--- src/hdl/assert_macros.svh ---
// assertion macros used by sdf_ctrl
`ifndef ASSERT_MACROS_SVH
`define ASSERT_MACROS_SVH

// condition holds at every clock edge out of reset
`define SDF_ASSERT_ALWAYS(lbl, cond) \
  lbl: assert property (@(posedge clk) disable iff (!rst_n) (cond)) \
    else $error("assertion failed");

// antecedent in this cycle implies consequent in the next
`define SDF_ASSERT_NEXT(lbl, ante, cons) \
  lbl: assert property (@(posedge clk) disable iff (!rst_n) (ante) |=> (cons)) \
    else $error("assertion failed");

`endif

--- src/hdl/sdf_pkg.sv ---
// types and constants of the serial dataflash device
`default_nettype none
package sdf_pkg;

  localparam int PAGE_W = 12;
  localparam int OFF_W  = 10;

  localparam logic [1:0] PIN_CS  = 2'd0;
  localparam logic [1:0] PIN_SCK = 2'd1;
  localparam logic [1:0] PIN_SI  = 2'd2;

  localparam logic [7:0] OP_READ   = 8'h52;
  localparam logic [7:0] OP_STATUS = 8'h57;
  localparam logic [7:0] OP_CMP    = 8'h60;
  localparam logic [7:0] OP_PROG   = 8'h82;

  localparam logic [7:0] STAT_KEEP = 8'hC7;
  localparam logic [7:0] STAT_DIFF = 8'h40;
  localparam logic [7:0] ID_SMALL  = 8'h18;
  localparam logic [7:0] ID_MID    = 8'h20;
  localparam logic [7:0] ID_LARGE  = 8'h28;
  localparam logic [7:0] ERASED    = 8'hFF;

  localparam logic [3:0] CMD_DONE = 4'd8;
  localparam logic [3:0] BITS_BYTE = 4'd8;

  localparam int PB_SMALL = 264;
  localparam int PB_LARGE = 528;
  localparam int NP_SMALL = 2048;
  localparam int NP_LARGE = 4096;

  typedef enum logic [1:0] {TGT_NONE, TGT_STATUS, TGT_MAIN, TGT_BUFFER} tgt_t;
  typedef enum logic {MODE_IN, MODE_OUT} mode_t;
  typedef enum logic [1:0] {SW_NONE, SW_CMP, SW_ERASE} sweep_t;

  typedef enum logic [3:0] {
    S_CLEAR, S_IDLE, S_DECODE, S_COPY, S_FETCH, S_STEP,
    S_ERASE, S_CMP, S_CMP_FIN, S_DONE
  } state_t;

  typedef struct packed {
    logic load;
    logic step;
    logic fetch_rd;
    logic clr_wr;
    logic erase_wr;
    logic copy_rd;
    logic copy_wr;
    logic cmp_rd;
    logic cmp_acc;
    logic cmp_fin;
    logic emit;
  } ctl_t;

  typedef struct packed {
    logic             need_copy;
    logic             need_fetch;
    sweep_t           sweep;
    logic [OFF_W-1:0] pbytes;
  } sts_t;

endpackage
`default_nettype wire

--- src/hdl/sdf_ctrl.sv ---
// controller state machine: item sequencing, page sweeps and reset clear pass
`default_nettype none
`include "assert_macros.svh"
module sdf_ctrl #(
  parameter int MAX_PAGES      = 4096,
  parameter int MAX_PAGE_BYTES = 528,
  localparam int DEPTH  = MAX_PAGES * MAX_PAGE_BYTES,
  localparam int ADDR_W = $clog2(DEPTH)
) (
  input  wire logic                     clk,
  input  wire logic                     rst_n,
  input  wire logic                     in_valid,
  output logic                          in_stall,
  output logic                          out_valid,
  input  wire logic                     out_stall,
  input  wire sdf_pkg::sts_t            st,
  output sdf_pkg::ctl_t                 ctl,
  output logic [ADDR_W-1:0]             idx,
  output logic [sdf_pkg::OFF_W-1:0]     idx_d
);

  localparam logic [ADDR_W-1:0] LAST_ADDR = ADDR_W'(DEPTH - 1);

  sdf_pkg::state_t state_r, state_nxt;
  logic [ADDR_W-1:0]         idx_r, idx_nxt;
  logic [sdf_pkg::OFF_W-1:0] idxd_r, idxd_nxt;
  logic                      pv_r, pv_nxt;
  logic                      isd_r, isd_nxt;
  logic                      out_valid_r;
  logic                      last_pg;

  assign last_pg  = (idx_r[sdf_pkg::OFF_W-1:0] == st.pbytes - sdf_pkg::OFF_W'(1));
  assign in_stall = (state_r != sdf_pkg::S_IDLE);
  assign out_valid = out_valid_r;
  assign idx   = idx_r;
  assign idx_d = idxd_r;

  always_comb begin
    state_nxt = state_r;
    unique case (state_r)
      sdf_pkg::S_CLEAR:   if (idx_r == LAST_ADDR) state_nxt = sdf_pkg::S_IDLE;
      sdf_pkg::S_IDLE:    if (in_valid) state_nxt = sdf_pkg::S_DECODE;
      sdf_pkg::S_DECODE: begin
        if (st.need_copy) state_nxt = sdf_pkg::S_COPY;
        else if (st.need_fetch) state_nxt = sdf_pkg::S_FETCH;
        else state_nxt = sdf_pkg::S_STEP;
      end
      sdf_pkg::S_COPY:    if (isd_r && pv_r) state_nxt = sdf_pkg::S_STEP;
      sdf_pkg::S_FETCH:   state_nxt = sdf_pkg::S_STEP;
      sdf_pkg::S_STEP: begin
        case (st.sweep)
          sdf_pkg::SW_CMP:   state_nxt = sdf_pkg::S_CMP;
          sdf_pkg::SW_ERASE: state_nxt = sdf_pkg::S_ERASE;
          default:           state_nxt = sdf_pkg::S_DONE;
        endcase
      end
      sdf_pkg::S_ERASE:   if (last_pg) state_nxt = sdf_pkg::S_DONE;
      sdf_pkg::S_CMP:     if (isd_r && pv_r) state_nxt = sdf_pkg::S_CMP_FIN;
      sdf_pkg::S_CMP_FIN: state_nxt = sdf_pkg::S_DONE;
      sdf_pkg::S_DONE:    if (!out_valid_r || !out_stall) state_nxt = sdf_pkg::S_IDLE;
      default:            state_nxt = sdf_pkg::S_IDLE;
    endcase
  end

  always_comb begin
    ctl      = '0;
    idx_nxt  = idx_r;
    idxd_nxt = idxd_r;
    pv_nxt   = 1'b0;
    isd_nxt  = isd_r;
    unique case (state_r)
      sdf_pkg::S_CLEAR: begin
        ctl.clr_wr = 1'b1;
        idx_nxt = (idx_r == LAST_ADDR) ? '0 : idx_r + ADDR_W'(1);
      end
      sdf_pkg::S_IDLE:  ctl.load = in_valid;
      sdf_pkg::S_DECODE: ;
      sdf_pkg::S_COPY, sdf_pkg::S_CMP: begin
        ctl.copy_rd = (state_r == sdf_pkg::S_COPY) && !isd_r;
        ctl.copy_wr = (state_r == sdf_pkg::S_COPY) && pv_r;
        ctl.cmp_rd  = (state_r == sdf_pkg::S_CMP) && !isd_r;
        ctl.cmp_acc = (state_r == sdf_pkg::S_CMP) && pv_r;
        pv_nxt   = !isd_r;
        idxd_nxt = idx_r[sdf_pkg::OFF_W-1:0];
        if (!isd_r) begin
          if (last_pg) isd_nxt = 1'b1;
          else idx_nxt = idx_r + ADDR_W'(1);
        end else if (pv_r) begin
          isd_nxt = 1'b0;
          idx_nxt = '0;
        end
      end
      sdf_pkg::S_FETCH: ctl.fetch_rd = 1'b1;
      sdf_pkg::S_STEP:  ctl.step = 1'b1;
      sdf_pkg::S_ERASE: begin
        ctl.erase_wr = 1'b1;
        idx_nxt = last_pg ? '0 : idx_r + ADDR_W'(1);
      end
      sdf_pkg::S_CMP_FIN: ctl.cmp_fin = 1'b1;
      sdf_pkg::S_DONE:  ctl.emit = !out_valid_r || !out_stall;
      default: ;
    endcase
  end

  always_ff @(posedge clk) begin
    idxd_r <= idxd_nxt;
    if (!rst_n) begin
      state_r     <= sdf_pkg::S_CLEAR;
      idx_r       <= '0;
      pv_r        <= 1'b0;
      isd_r       <= 1'b0;
      out_valid_r <= 1'b0;
    end else begin
      state_r <= state_nxt;
      idx_r   <= idx_nxt;
      pv_r    <= pv_nxt;
      isd_r   <= isd_nxt;
      if (ctl.emit) out_valid_r <= 1'b1;
      else if (!out_stall) out_valid_r <= 1'b0;
    end
  end

  `SDF_ASSERT_ALWAYS(a_no_overwrite, !(ctl.emit && out_valid_r && out_stall))
  `SDF_ASSERT_ALWAYS(a_idle_clean, (state_r != sdf_pkg::S_IDLE) || (!pv_r && !isd_r))
  `SDF_ASSERT_NEXT(a_accept_decode, in_valid && !in_stall, state_r == sdf_pkg::S_DECODE)

endmodule
`default_nettype wire

--- config.mk ---
export PLATFORM = sky130hd
export DESIGN_NAME = sdf_ctrl
export DESIGN_NICKNAME = d
export VERILOG_FILES = /design/src/hdl/sdf_pkg.sv /design/src/hdl/sdf_ctrl.sv
export VERILOG_INCLUDE_DIRS = /design/src /design/src/hdl
export SDC_FILE = /design/constraint.sdc
export NUM_CORES = 1
export LEC_CHECK = 0
export ABC_AREA = 1
export BUFFER_PORTS_ARGS = -buffer_cell sky130_fd_sc_hd__buf_2
export CAP_MARGIN = 15
export CORE_MARGIN = 2
export CORE_UTILIZATION = 50
export DETAILED_ROUTE_END_ITERATION = 7
export PLACE_DENSITY = 0.77
export SLEW_MARGIN = 40
export SYNTH_ARGS = -nofsm -noshare
export SYNTH_HDL_FRONTEND = slang
export SYNTH_SLANG_ARGS = --single-unit
--- constraint.sdc ---
create_clock -name clk -period 1.81 [get_ports clk]
set_input_delay 0.2715 -clock clk [delete_from_list [all_inputs] [get_ports clk]]
set_output_delay 0.2715 -clock clk [all_outputs]
set_load 0.05 [all_outputs]
==> impl_metrics.tcl <==
set metrics [dict create \
    clkTransAtPathRegs_ns 0.08 \
    final_core_util_pct 72.55 \
    fin_area_um2 4044 \
    critPathKind "flip-flop to primary output" \
    clockBufferDepth 2 \
    tritoncts "done" \
    clock_latency_ns 0.29 \
    r2r_setup_slack_ns -0.04 \
    core_um2 5574 \
    critPathLaunchType "flip-flop" \
    clock-root-buffer "clkbuf_8" \
    synth_cells 458 \
    critPathMaxStageDelay_ns 0.41 \
    via_per_inst 5.411 \
    grt_max_degree 25 \
    avgSynthCellArea_um2 6.390 \
    track_usage_pct 23.93 \
    peakVddDrop_mv 0.9153 \
    post-route-period-util_pct 102.8 \
    start_util_pct 52.50 \
    fin_ws_ns -0.05029 \
    place_hpwl_mm 5.864 \
    clock_sink_count 39 \
    cts_hold_buf 0 \
    drv_slew 0 \
    violations "negative setup slack" \
    route.vias.total 3425 \
    yosysUniqueCellTypes 33 \
    yosysWarningCount 0 \
    synth_seq_cells 39 \
    fill_cells 429 \
    drt_iter0_drc 340 \
    post_dp_cell_area_um2 3566 \
    dieArea_um2 6481 \
    n_antenna_cell 0 \
    drive_gt1_share_pct 36.54 \
    htreeDepth 2 \
    totalWireLength_mm 8.699 \
    slew_headroom_pct 71.52 \
    crit_fanout 5 \
    register_area_um2 919.6 \
    grt.overflow.total 0 \
    fmax_mhz 537.6 \
    cp_slowest_cell "dfxtp_1" \
    gp_congestion 0.9470 \
    wl_per_cell_um 13.74 \
    p_per_area_nw_per_um2 1441 \
    ioPinCount 63 \
    place_ws_ns -0.2054 \
    final_common_cell "nand2_1" \
    first_global_vias 2850 \
    setup_violations 9 \
    crit_chain "nand2_2 > nor2_4 > inv_1 > nor2_2 > inv_1 > nor2_4 > buf_4" \
    finalPower_mw 5.828 \
    antenna_found_initial 0 \
    row_count 27 \
    die_y_um 80.51 \
    dr.pass1.iters 5 \
    holdWs_ns 0.2131 \
    grt_pass1_wl_mm 12.40 \
    period_minus_slack_ns 1.860 \
    crit_required_ns 1.54 \
    postRouteAntennaNets 0 \
    io_buffers 62 \
    worstMarginPinSlew_ns 0.4239 \
    die-width_um 80.51 \
    post-place-cells 611 \
    area_growth_pct 38.18 \
    min_path_type "primary input to flip-flop" \
    nets 581 \
    maxCapViolations 0 \
    cts_buffers 5 \
    skew_ns 0.009015 \
    stdcell_count 633 \
    synth-seq-area-share_pct 30.10 \
    synth_nets 479 \
    setup_tns_ns -0.1898 \
    rsz0062_at_grt "yes" \
    power.leakage_nw 1.961 \
    hold_viol 0 \
    drcViolationCount 0 \
    cp-end-kind "primary output" \
    multi_input_area_um2 1902 \
    status "finished with violations" \
    cp.arrival_ns 1.59 \
    synthesis.area_um2 2927 \
    layout_common_cells "nand2_1 (102), nor2_1 (68), inv_1 (60)" \
]
cells in the mapped netlist, drive strengths merged:
cell,number,area share (%)
o21ai,14,2.4
nand4,6,1.3
nor2,93,13
nor4,1,0.21
and2,1,0.21
inv,67,8.6
nor3,13,3.0
a31oi,1,0.21
nand3b,1,0.26
o21a,1,0.26
xor2,13,3.9
xnor2,5,1.5
buf,12,3.2
dfxtp,29,20
a21oi,29,5.1
clkbuf,1,0.13
ha,3,1.3
nand2,117,16
edfxtp,10,10
nand3,36,7.5
o211ai,5,1.3
flip-flops by register name, summed over array words and instances, names as in the netlist:
signal,cells
pv_r,1
isd_r,1
out_valid,1
state_r,4
idx,22
idx_d,10
routing by layer:
layer | track usage [%] | up-vias | wire length, µm
met5 | 0 | - | 0
met4 | 5.763 | 0 | 175
met3 | 4.045 | 24 | 636
met2 | 42.25 | 168 | 4214
met1 | 30.23 | 1576 | 3672
li1 | - | 1657 | -
power breakdown:
part / switching (mW) / internal (mW)
Sequential: 0.278 / 1.16
Clock: 0.313 / 0.551
Combinational: 2.29 / 1.23
Total: 2.88 / 2.95
final timing paths:
path	from	to	cells after the start
setup reg to reg	idx[3]$_SDFFE_PN0P_	idx[15]$_SDFFE_PN0P_	13
hold / removal	rst_n	state_r[2]$_SDFFE_PN0P_	3
setup / recovery	state_r[1]$_SDFFE_PN0P_	ctl[5]	7
hold reg to reg	out_valid$_SDFFE_PN0P_	out_valid$_SDFFE_PN0P_	2
critical path, delay by kind of cell (launching register included):
family | cells | cell delay (ns)
simple gates | 4 | 0.51
flops | 1 | 0.41
buf+inv | 3 | 0.38
kinds of logic (layout without fill, tap and decap cells):
family	Yosys count	count (layout)	share of synthesized area, %
DFF	39	39	30.10
and+or+nand+nor	268	269	42.03
AOI/OAI and AO/OA	50	50	9.235
xor gates and xnor gates	18	18	5.387
adders and majority gates	3	3	1.283
buffers and inverters	80	182	11.97
what timing repair did:
action	CTS	global route
hold endpoints to repair	0	0
endpoints found under the setup margin	5	34
buffers inserted	0	11
pin swaps	1	19
gates cloned	0	3
resized for setup	8	54
final cells by class:
type	count	share of cell area, %
clock inverter	2	1.485
timing repair buffer	107	18.38
sequential	39	22.74
clock buffer	6	1.795
inverter	67	6.343
tap	72	2.228
multi-input combinational	340	47.03
Power figures use the tool's default switching activity.
